--- config.mk ---
export PLATFORM = sky130hd
export DESIGN_NAME = half_plane_edge_classifier
export DESIGN_NICKNAME = d
export VERILOG_FILES = /design/src/hpec_pkg.sv /design/src/hpec_cfg.sv /design/src/hpec_proj.sv /design/src/hpec_accum.sv /design/src/half_plane_edge_classifier.sv
export SDC_FILE = /design/constraint.sdc
export NUM_CORES = 2
export LEC_CHECK = 0
export BUFFER_PORTS_ARGS = -buffer_cell sky130_fd_sc_hd__buf_2
export CAP_MARGIN = 20
export CORE_MARGIN = 10
export CORE_UTILIZATION = 45
export DETAILED_ROUTE_END_ITERATION = 7
export PLACE_DENSITY = 0.59
export SYNTH_ARGS = -nofsm -noshare
export SYNTH_HDL_FRONTEND = slang
export SYNTH_SLANG_ARGS = --single-unit
--- constraint.sdc ---
create_clock -name aclk -period 10.6 [get_ports aclk]
set_input_delay 3.18 -clock aclk [delete_from_list [all_inputs] [get_ports aclk]]
set_output_delay 3.18 -clock aclk [all_outputs]
set_load 0.02 [all_outputs]
--- src/hpec_pkg.sv ---
// Shared types and constants for the half-plane edge classifier.
// Used by hpec_cfg, hpec_proj, hpec_accum and half_plane_edge_classifier.
`timescale 1ns / 1ps

package hpec_pkg;

    localparam int PIX_W     = 8;
    localparam int FWIDTH_W  = 13;
    localparam int RHO_W     = 18;
    localparam int TRIG_W    = 16;
    localparam int OFFSET_W  = 16;
    localparam int COUNT_W   = 25;
    localparam int APB_AW    = 5;
    localparam int APB_DW    = 32;
    localparam int REG_IDX_W = 3;

    // Threshold in Q.14: (rho +/- offset) in Q.4 shifted left by ten
    localparam int BAND_W    = RHO_W + 1;
    localparam int THR_W     = BAND_W + 10;

    localparam logic [PIX_W-1:0]   FG_THRESHOLD = 8'd128;
    localparam logic [COUNT_W-1:0] COUNT_MAX    = {COUNT_W{1'b1}};

    // Register indexes (byte address = 4 * index)
    localparam logic [REG_IDX_W-1:0] REG_FRAME_WIDTH   = 3'd0;
    localparam logic [REG_IDX_W-1:0] REG_LINE_RHO      = 3'd1;
    localparam logic [REG_IDX_W-1:0] REG_LINE_COS      = 3'd2;
    localparam logic [REG_IDX_W-1:0] REG_LINE_SIN      = 3'd3;
    localparam logic [REG_IDX_W-1:0] REG_LINE_OFFSET   = 3'd4;
    localparam logic [REG_IDX_W-1:0] REG_MIN_SIDE_AREA = 3'd5;
    localparam logic [REG_IDX_W-1:0] REG_MAX_OVERHANG  = 3'd6;

    // Reset values of the registers
    localparam logic [FWIDTH_W-1:0] FRAME_WIDTH_RST   = 13'd640;
    localparam logic [RHO_W-1:0]    LINE_RHO_RST      = 18'd0;
    localparam logic [TRIG_W-1:0]   LINE_COS_RST      = 16'd16384;
    localparam logic [TRIG_W-1:0]   LINE_SIN_RST      = 16'd0;
    localparam logic [OFFSET_W-1:0] LINE_OFFSET_RST   = 16'd320;
    localparam logic [COUNT_W-1:0]  MIN_SIDE_AREA_RST = 25'd32000;
    localparam logic [COUNT_W-1:0]  MAX_OVERHANG_RST  = 25'd150;

    typedef struct packed {
        logic        [FWIDTH_W-1:0] frame_width;
        logic signed [RHO_W-1:0]    line_rho;
        logic signed [TRIG_W-1:0]   line_cos;
        logic signed [TRIG_W-1:0]   line_sin;
        logic        [OFFSET_W-1:0] line_offset;
        logic        [COUNT_W-1:0]  min_side_area;
        logic        [COUNT_W-1:0]  max_overhang;
    } cfg_t;

    // Classified pixel handed from the projection stage to the counters
    typedef struct packed {
        logic valid;
        logic pos;
        logic neg;
        logic fg;
        logic eof;
    } side_t;

endpackage

--- src/hpec_cfg.sv ---
// Configuration register file with an APB-style write/read port.
// Depends on hpec_pkg for register indexes, reset values and cfg_t.
`timescale 1ns / 1ps

module hpec_cfg (
    input  logic                         aclk,
    input  logic                         aresetn,
    input  logic                         psel,
    input  logic                         penable,
    input  logic                         pwrite,
    input  logic [hpec_pkg::APB_AW-1:0]  paddr,
    input  logic [hpec_pkg::APB_DW-1:0]  pwdata,
    output logic [hpec_pkg::APB_DW-1:0]  prdata,
    output logic                         pready,
    output hpec_pkg::cfg_t               cfg
);

    hpec_pkg::cfg_t                     cfg_reg;
    logic [hpec_pkg::REG_IDX_W-1:0]     reg_idx;
    logic                               wr_en;

    assign pready  = 1'b1;
    assign reg_idx = paddr[hpec_pkg::APB_AW-1:2];
    assign wr_en   = psel && penable && pwrite;
    assign cfg     = cfg_reg;

    // Write one register per request
    always_ff @(posedge aclk) begin
        if (!aresetn) begin
            cfg_reg.frame_width   <= hpec_pkg::FRAME_WIDTH_RST;
            cfg_reg.line_rho      <= hpec_pkg::LINE_RHO_RST;
            cfg_reg.line_cos      <= hpec_pkg::LINE_COS_RST;
            cfg_reg.line_sin      <= hpec_pkg::LINE_SIN_RST;
            cfg_reg.line_offset   <= hpec_pkg::LINE_OFFSET_RST;
            cfg_reg.min_side_area <= hpec_pkg::MIN_SIDE_AREA_RST;
            cfg_reg.max_overhang  <= hpec_pkg::MAX_OVERHANG_RST;
        end else if (wr_en) begin
            unique case (reg_idx)
                hpec_pkg::REG_FRAME_WIDTH:
                    cfg_reg.frame_width <= pwdata[hpec_pkg::FWIDTH_W-1:0];
                hpec_pkg::REG_LINE_RHO:
                    cfg_reg.line_rho <= pwdata[hpec_pkg::RHO_W-1:0];
                hpec_pkg::REG_LINE_COS:
                    cfg_reg.line_cos <= pwdata[hpec_pkg::TRIG_W-1:0];
                hpec_pkg::REG_LINE_SIN:
                    cfg_reg.line_sin <= pwdata[hpec_pkg::TRIG_W-1:0];
                hpec_pkg::REG_LINE_OFFSET:
                    cfg_reg.line_offset <= pwdata[hpec_pkg::OFFSET_W-1:0];
                hpec_pkg::REG_MIN_SIDE_AREA:
                    cfg_reg.min_side_area <= pwdata[hpec_pkg::COUNT_W-1:0];
                hpec_pkg::REG_MAX_OVERHANG:
                    cfg_reg.max_overhang <= pwdata[hpec_pkg::COUNT_W-1:0];
                default: begin
                end
            endcase
        end
    end

    // Read back the raw register bits
    always_comb begin
        prdata = '0;
        unique case (reg_idx)
            hpec_pkg::REG_FRAME_WIDTH:
                prdata = hpec_pkg::APB_DW'(cfg_reg.frame_width);
            hpec_pkg::REG_LINE_RHO:
                prdata = hpec_pkg::APB_DW'(unsigned'(cfg_reg.line_rho));
            hpec_pkg::REG_LINE_COS:
                prdata = hpec_pkg::APB_DW'(unsigned'(cfg_reg.line_cos));
            hpec_pkg::REG_LINE_SIN:
                prdata = hpec_pkg::APB_DW'(unsigned'(cfg_reg.line_sin));
            hpec_pkg::REG_LINE_OFFSET:
                prdata = hpec_pkg::APB_DW'(cfg_reg.line_offset);
            hpec_pkg::REG_MIN_SIDE_AREA:
                prdata = hpec_pkg::APB_DW'(cfg_reg.min_side_area);
            hpec_pkg::REG_MAX_OVERHANG:
                prdata = hpec_pkg::APB_DW'(cfg_reg.max_overhang);
            default:
                prdata = '0;
        endcase
    end

endmodule

--- src/hpec_proj.sv ---
// Pixel coordinate tracking, input register and projection onto the line normal.
// Depends on hpec_pkg for cfg_t, side_t and field widths.
`timescale 1ns / 1ps

module hpec_proj #(
    parameter int MAX_WIDTH  = 4096,
    parameter int MAX_HEIGHT = 4096
) (
    input  logic                        aclk,
    input  logic                        aresetn,
    input  hpec_pkg::cfg_t              cfg,
    input  logic                        advance,
    input  logic                        in_accept,
    input  logic [hpec_pkg::PIX_W-1:0]  pixel_value,
    input  logic                        end_of_frame,
    output hpec_pkg::side_t             side
);

    localparam int COL_W  = $clog2(MAX_WIDTH);
    localparam int ROW_W  = $clog2(MAX_HEIGHT);
    localparam int MAXC_W = (COL_W > ROW_W) ? COL_W : ROW_W;
    localparam int PROJ_W = MAXC_W + hpec_pkg::TRIG_W + 2;
    localparam int CMP_W  = (PROJ_W > hpec_pkg::THR_W) ? PROJ_W : hpec_pkg::THR_W;
    localparam int CI_W   = COL_W + 1;
    localparam int WCMP_W = (CI_W > hpec_pkg::FWIDTH_W) ? CI_W : hpec_pkg::FWIDTH_W;

    // Coordinates of the next pixel to arrive
    logic [COL_W-1:0] col_reg, col_next;
    logic [ROW_W-1:0] row_reg, row_next;
    logic [CI_W-1:0]  col_inc;
    logic             row_wrap;

    // Input register
    logic             v1_reg;
    logic             fg1_reg;
    logic             eof1_reg;
    logic [COL_W-1:0] col1_reg;
    logic [ROW_W-1:0] row1_reg;

    // Projection and thresholds
    logic signed [PROJ_W-1:0]            prod_c, prod_s, proj;
    logic signed [hpec_pkg::BAND_W-1:0]  band_hi, band_lo;
    logic signed [CMP_W-1:0]             proj_x, hi_x, lo_x;

    hpec_pkg::side_t side_reg;

    // Advance the raster position; clamp width to 1..MAX_WIDTH
    assign col_inc  = {1'b0, col_reg} + CI_W'(1);
    assign row_wrap = (WCMP_W'(col_inc) >= WCMP_W'(cfg.frame_width))
                   || (col_inc == CI_W'(MAX_WIDTH));

    always_comb begin
        col_next = col_reg;
        row_next = row_reg;
        if (end_of_frame) begin
            col_next = '0;
            row_next = '0;
        end else if (row_wrap) begin
            col_next = '0;
            if (row_reg != ROW_W'(MAX_HEIGHT - 1)) begin
                row_next = row_reg + ROW_W'(1);
            end
        end else begin
            col_next = col_inc[COL_W-1:0];
        end
    end

    always_ff @(posedge aclk) begin
        if (!aresetn) begin
            col_reg <= '0;
            row_reg <= '0;
        end else if (in_accept) begin
            col_reg <= col_next;
            row_reg <= row_next;
        end
    end

    // Capture the accepted request
    always_ff @(posedge aclk) begin
        if (!aresetn) begin
            v1_reg <= 1'b0;
        end else if (advance) begin
            v1_reg <= in_accept;
        end
    end

    always_ff @(posedge aclk) begin
        if (advance) begin
            fg1_reg  <= (pixel_value >= hpec_pkg::FG_THRESHOLD);
            eof1_reg <= end_of_frame;
            col1_reg <= col_reg;
            row1_reg <= row_reg;
        end
    end

    // Project x*cos + y*sin in Q.14
    assign prod_c = $signed({1'b0, col1_reg}) * cfg.line_cos;
    assign prod_s = $signed({1'b0, row1_reg}) * cfg.line_sin;
    assign proj   = prod_c + prod_s;

    // rho +/- offset in Q.4, then scaled to Q.14
    assign band_hi = $signed({cfg.line_rho[hpec_pkg::RHO_W-1], cfg.line_rho})
                   + $signed({3'b000, cfg.line_offset});
    assign band_lo = $signed({cfg.line_rho[hpec_pkg::RHO_W-1], cfg.line_rho})
                   - $signed({3'b000, cfg.line_offset});

    assign proj_x = CMP_W'(proj);
    assign hi_x   = CMP_W'($signed({band_hi, 10'b0}));
    assign lo_x   = CMP_W'($signed({band_lo, 10'b0}));

    // Register the side decision
    always_ff @(posedge aclk) begin
        if (!aresetn) begin
            side_reg.valid <= 1'b0;
        end else if (advance) begin
            side_reg.valid <= v1_reg;
            side_reg.pos   <= (proj_x > hi_x);
            side_reg.neg   <= (proj_x < lo_x);
            side_reg.fg    <= fg1_reg;
            side_reg.eof   <= eof1_reg;
        end
    end

    assign side = side_reg;

endmodule

--- src/hpec_accum.sv ---
// Side area and foreground counters, edge decision and result register.
// Depends on hpec_pkg for cfg_t, side_t and the counter width.
`timescale 1ns / 1ps

module hpec_accum (
    input  logic                          aclk,
    input  logic                          aresetn,
    input  hpec_pkg::cfg_t                cfg,
    input  hpec_pkg::side_t               side,
    output logic                          advance,
    output logic                          out_valid,
    input  logic                          out_ready,
    output logic                          edge_found,
    output logic                          rho_negated,
    output logic [hpec_pkg::COUNT_W-1:0]  positive_count,
    output logic [hpec_pkg::COUNT_W-1:0]  negative_count
);

    logic [hpec_pkg::COUNT_W-1:0] pos_area_reg, pos_area_next;
    logic [hpec_pkg::COUNT_W-1:0] neg_area_reg, neg_area_next;
    logic [hpec_pkg::COUNT_W-1:0] pos_fg_reg, pos_fg_next;
    logic [hpec_pkg::COUNT_W-1:0] neg_fg_reg, neg_fg_next;

    logic                         out_valid_reg;
    logic                         edge_reg, edge_next;
    logic                         negd_reg, negd_next;
    logic [hpec_pkg::COUNT_W-1:0] pos_cnt_reg;
    logic [hpec_pkg::COUNT_W-1:0] neg_cnt_reg;
    logic                         take;
    logic                         both_big;

    // Hold the pipe only when a frame result meets a full result register that is not being taken
    assign advance = !(side.valid && side.eof && out_valid_reg && !out_ready);
    assign take    = advance && side.valid;

    // Saturating counts including the current pixel
    always_comb begin
        pos_area_next = pos_area_reg;
        neg_area_next = neg_area_reg;
        pos_fg_next   = pos_fg_reg;
        neg_fg_next   = neg_fg_reg;
        if (side.pos) begin
            if (pos_area_reg != hpec_pkg::COUNT_MAX) pos_area_next = pos_area_reg + 1'b1;
            if (side.fg && pos_fg_reg != hpec_pkg::COUNT_MAX) pos_fg_next = pos_fg_reg + 1'b1;
        end
        if (side.neg) begin
            if (neg_area_reg != hpec_pkg::COUNT_MAX) neg_area_next = neg_area_reg + 1'b1;
            if (side.fg && neg_fg_reg != hpec_pkg::COUNT_MAX) neg_fg_next = neg_fg_reg + 1'b1;
        end
    end

    // Edge rule: positive side first, then negative side
    assign both_big = (neg_area_next > cfg.min_side_area)
                   && (pos_area_next > cfg.min_side_area);

    always_comb begin
        edge_next = 1'b0;
        negd_next = 1'b0;
        priority if (!both_big) begin
            edge_next = 1'b0;
        end else if (pos_fg_next < cfg.max_overhang) begin
            edge_next = 1'b1;
        end else if (neg_fg_next < cfg.max_overhang) begin
            edge_next = 1'b1;
            negd_next = 1'b1;
        end else begin
            edge_next = 1'b0;
        end
    end

    // Accumulate; clear at the end of each frame
    always_ff @(posedge aclk) begin
        if (!aresetn) begin
            pos_area_reg <= '0;
            neg_area_reg <= '0;
            pos_fg_reg   <= '0;
            neg_fg_reg   <= '0;
        end else if (take) begin
            if (side.eof) begin
                pos_area_reg <= '0;
                neg_area_reg <= '0;
                pos_fg_reg   <= '0;
                neg_fg_reg   <= '0;
            end else begin
                pos_area_reg <= pos_area_next;
                neg_area_reg <= neg_area_next;
                pos_fg_reg   <= pos_fg_next;
                neg_fg_reg   <= neg_fg_next;
            end
        end
    end

    // Result register: load on frame end, drop when taken
    always_ff @(posedge aclk) begin
        if (!aresetn) begin
            out_valid_reg <= 1'b0;
        end else if (take && side.eof) begin
            out_valid_reg <= 1'b1;
        end else if (out_ready) begin
            out_valid_reg <= 1'b0;
        end
    end

    always_ff @(posedge aclk) begin
        if (take && side.eof) begin
            edge_reg    <= edge_next;
            negd_reg    <= negd_next;
            pos_cnt_reg <= pos_area_next;
            neg_cnt_reg <= neg_area_next;
        end
    end

    assign out_valid      = out_valid_reg;
    assign edge_found     = edge_reg;
    assign rho_negated    = negd_reg;
    assign positive_count = pos_cnt_reg;
    assign negative_count = neg_cnt_reg;

`ifndef SYNTHESIS
    a_negated_needs_edge: assert property (@(posedge aclk) disable iff (!aresetn)
        out_valid_reg && negd_reg |-> edge_reg)
        else $error("rho_negated set without edge_found");

    a_pos_fg_within_area: assert property (@(posedge aclk) disable iff (!aresetn)
        pos_fg_reg <= pos_area_reg)
        else $error("positive foreground count exceeds positive area");

    a_neg_fg_within_area: assert property (@(posedge aclk) disable iff (!aresetn)
        neg_fg_reg <= neg_area_reg)
        else $error("negative foreground count exceeds negative area");

    a_one_side_only: assert property (@(posedge aclk) disable iff (!aresetn)
        side.valid |-> !(side.pos && side.neg))
        else $error("pixel classified on both sides of the line");
`endif

endmodule

--- src/half_plane_edge_classifier.sv ---
// A pixel marked end_of_frame shows its result on m_tvalid once it has passed the input
// register, the projection register and the result register.
// Throughput: one pixel per cycle; the pipe holds only while a frame-end pixel reaches the
// counters and the previous result still waits untaken in the result register.
// Reset: synchronous active-low aresetn restores register defaults and clears the
// raster position, all side counters and the pipeline.
`timescale 1ns / 1ps

module half_plane_edge_classifier #(
    parameter int MAX_WIDTH  = 4096,
    parameter int MAX_HEIGHT = 4096
) (
    input  logic                         aclk,
    input  logic                         aresetn,
    // Configuration port
    input  logic                         psel,
    input  logic                         penable,
    input  logic                         pwrite,
    input  logic [hpec_pkg::APB_AW-1:0]  paddr,
    input  logic [hpec_pkg::APB_DW-1:0]  pwdata,
    output logic [hpec_pkg::APB_DW-1:0]  prdata,
    output logic                         pready,
    // Pixel stream
    input  logic                         s_tvalid,
    output logic                         s_tready,
    input  logic [7:0]                   s_tdata,   // [7:0] pixel_value
    input  logic                         s_tlast,   // end_of_frame
    // Result stream
    output logic                         m_tvalid,
    input  logic                         m_tready,
    output logic [55:0]                  m_tdata    // [0] edge_found, [1] rho_negated,
                                                    // [26:2] positive_count,
                                                    // [51:27] negative_count, [55:52] zero
);

    hpec_pkg::cfg_t               cfg;
    hpec_pkg::side_t              side;
    logic                         advance;
    logic                         in_accept;
    logic                         edge_found;
    logic                         rho_negated;
    logic [hpec_pkg::COUNT_W-1:0] positive_count;
    logic [hpec_pkg::COUNT_W-1:0] negative_count;

    assign s_tready  = advance;
    assign in_accept = s_tvalid && advance;

    hpec_cfg u_cfg (
        .aclk    (aclk),
        .aresetn (aresetn),
        .psel    (psel),
        .penable (penable),
        .pwrite  (pwrite),
        .paddr   (paddr),
        .pwdata  (pwdata),
        .prdata  (prdata),
        .pready  (pready),
        .cfg     (cfg)
    );

    hpec_proj #(
        .MAX_WIDTH  (MAX_WIDTH),
        .MAX_HEIGHT (MAX_HEIGHT)
    ) u_proj (
        .aclk         (aclk),
        .aresetn      (aresetn),
        .cfg          (cfg),
        .advance      (advance),
        .in_accept    (in_accept),
        .pixel_value  (s_tdata),
        .end_of_frame (s_tlast),
        .side         (side)
    );

    hpec_accum u_accum (
        .aclk           (aclk),
        .aresetn        (aresetn),
        .cfg            (cfg),
        .side           (side),
        .advance        (advance),
        .out_valid      (m_tvalid),
        .out_ready      (m_tready),
        .edge_found     (edge_found),
        .rho_negated    (rho_negated),
        .positive_count (positive_count),
        .negative_count (negative_count)
    );

    // Pack the result request
    assign m_tdata = {4'b0000, negative_count, positive_count, rho_negated, edge_found};

endmodule

==> results.toml <==
[run_status]
status = "completed"

[die]
core_mm2 = 0.0793
die_w_um = 303
num_rows = 103
initial_utilization_pct = 45.6
die-area_mm2 = 0.0920
die_h_um = 303
num_io_pins = 144

[detailed_routing]
drc_errors = 0
firstDrtPassIters = 8
vias = 29597
first_iter_violations = 2142
routed_wl_mm = 107
antenna_left = 0
wire_per_inst_um = 19.8
viasPerCell = 5.48

[clocking]
clock_latency_ns = 0.57
cts_inserted_buffers = 39
cts_tree = "yes"
clock_sinks = 338
clk_pin_slew_worst_paths_ns = 0.06
clk_path_buf_depth = 3
cts_max_level = 2
cts-root-buf = "clkbuf_16"

[power_and_ir_drop]
p_leak_nw = 18.0
power_density_mw_per_mm2 = 74.1
ir_drop_v = 0.000102

[synth]
ys_types = 96
synth_seq_cells = 338
synth_cells = 4300
synth-edff-count = 82
syn_area_mm2 = 0.0361
synth.area.top_cells = "fa_1 20%, dfxtp_1 14%, ha_1 12%"
synth.largest_area_cell = "fa_1"
synth_top_flop_cell = "dfxtp_1"
synthArstFlopShare_pct = 0
yosysWarnings = 0
syn_avg_cell_area_um2 = 8.40
ys_seq_area_share_pct = 21.0
synth_top_area_share_pct = 19.9

[min_path]
holdCritPathClass = "flop to flop"
hp-start = "u_proj.eof1_reg"

[critical_path]
arrival_ns = 10.38
cp-end-kind = "flop"
critical_path_class = "flop to flop"
required_ns = 10.97
reg2reg_slack_ns = 0.59
cp-start-kind = "flop"
reg2reg_from = "u_proj.col1_reg[3]"
cp_max_fo = 16
cp_slowest_cell = "edfxtp_1"
crit_start = "u_proj.col1_reg[3]"
slowest_delay_ns = 0.66

[timing]
worst_slew_pin_slew_ns = 0.975
max_freq_mhz = 99.9
slew_violations = 0
fin_crit_sh_pct = 94.4
rsz0062_at_grt = "false"
fin_crit_ns = 10.01
fin_skew_ns = 0.0254
tns_ns = 0
maxSlewHeadroom_pct = 35.0
setup_viol = 0
hold_viol_final = 0

[flow_run]
maxCapViolCount = 0

[cells_and_area]
largest_reg_flops = 129
area_growth_pct = 7.74
final_cells = 5396
drive_above_1_share_pct = 6.56
fillers = 7801
fin_nets = 5070

[global_route]
grt_max_degree = 82
grt.total_usage_pct = 23.3
grt_pass1_wl_mm = 168
grt_antenna_before_repair = 8
grt.overflow.total = 0
grt_pass1_vias = 29079

[placed_design]
gp_routability_congestion = 0.923
io_buffers = 115
hpwlAfterDp_mm = 84.3
dpl.cell_count = 5320
where the power goes:
group          internal, mW  switching [mW]  leakage (nW)
Sequential             1.33          0.0166          2.85
Clock                 0.784           0.568         0.615
Combinational        0.0498           0.138          14.5
Total                  2.16           0.723          18.0
layout make-up:
class | instances | area, um2 | share of cell area, %
antenna | 1 | 2.50 | 0.00643
clock buffer | 55 | 1120 | 2.87
clock inverter | 14 | 126 | 0.325
inverter | 623 | 2340 | 6.02
multi-input combinational | 3142 | 25400 | 65.3
sequential | 338 | 7590 | 19.5
tap | 1050 | 1310 | 3.37
timing repair buffer | 173 | 1020 | 2.62
final timing paths:
kind / end / cells past startpoint
worst min register to register: u_proj.side[0] / 0
worst min-delay path: u_proj.side[0] / 0
worst max-delay path: u_proj.side[3] / 35
worst max register to register: u_proj.side[3] / 35
layout by cell type, fill, tap and decap left out, types with 83 or more instances in the layout:
cell,n
a21oi_1,291
inv_1,621
o21ai_0,126
xnor2_1,148
nand2_1,545
and2_1,214
ha_1,341
nor2_1,266
fa_1,359
dfxtp_1,256
a22oi_1,83
buf_2,116
through the flow:
stage                     hold WS [ns]  area [um2]  power, mW  setup WS [ns]  utilization, %
final                            0.420       38900       2.88          0.592            49.1
after global routing             0.430       38900       2.96         0.0121            49.1
after CTS                        0.421       38900       2.90          0.562            49.0
after detailed placement         0.407       37600       1.55          0.640            47.5
after global placement           0.406       37600       1.55          0.671            47.5
after floorplan                  0.400       36200       1.48           1.98               -
Yosys cell counts, drive strengths merged (10+ instances only):
cell and count:
nand2b 28, xnor2 149, and2 215, and3 36, a22oi 83, o21bai 14, fa 359, a211oi 13
xor2 74, a21o 63, or2 11, o21ai 139, inv 622, nor2b 48, nor3b 10, a2111oi 11
nor2 270, nand2 546, nand4 52, clkbuf 177, a21oi 294, ha 341, nor3 58, dfxtp 256
edfxtp 82, nor4 15, and4 10, buf 30, mux2i 19, a31oi 18, or3 40, o21a 20
nand3 72, a221oi 13, o211ai 25
layer usage:
layer | wire length [um] | GRT usage, % | up-vias
li1 | - | - | 14107
met2 | 46800 | 36.0 | 934
met3 | 8530 | 4.76 | 175
met5 | 52 | 0 | -
met1 | 48400 | 32.6 | 14373
met4 | 3060 | 6.42 | 8
logic make-up (layout without fill, tap and decap cells):
logic type	Yosys count	after routing	synth area share (%)
buffers and inverters	830	865	8.83
flip-flops	338	338	21.0
multiplexers	25	25	0.744
AO/OA/AOI/OAI	754	754	13.3
adder cells (fa/ha/maj)	704	704	31.8
other	2	13	0.0208
XOR/XNOR	224	224	5.52
AND/OR/NAND/NOR	1423	1423	18.8
critical path, delay by kind of cell, from the launching register on:
| kind | cells | cell delay, ns |
|---|---|---|
| flops | 1 | 0.66 |
| simple gates | 9 | 1.89 |
| buf+inv | 5 | 0.24 |
| mux | 1 | 0.33 |
| fa+ha+maj | 8 | 3.54 |
| compound gates | 11 | 2.55 |
| xor+xnor | 1 | 0.56 |
what timing repair did:
item	4_1_cts	5_1_grt
resized for setup	0	1
endpoints found under the setup margin	0	1
buffers inserted	0	6
hold buffers	0	0
Power figures use the tool's default switching activity.
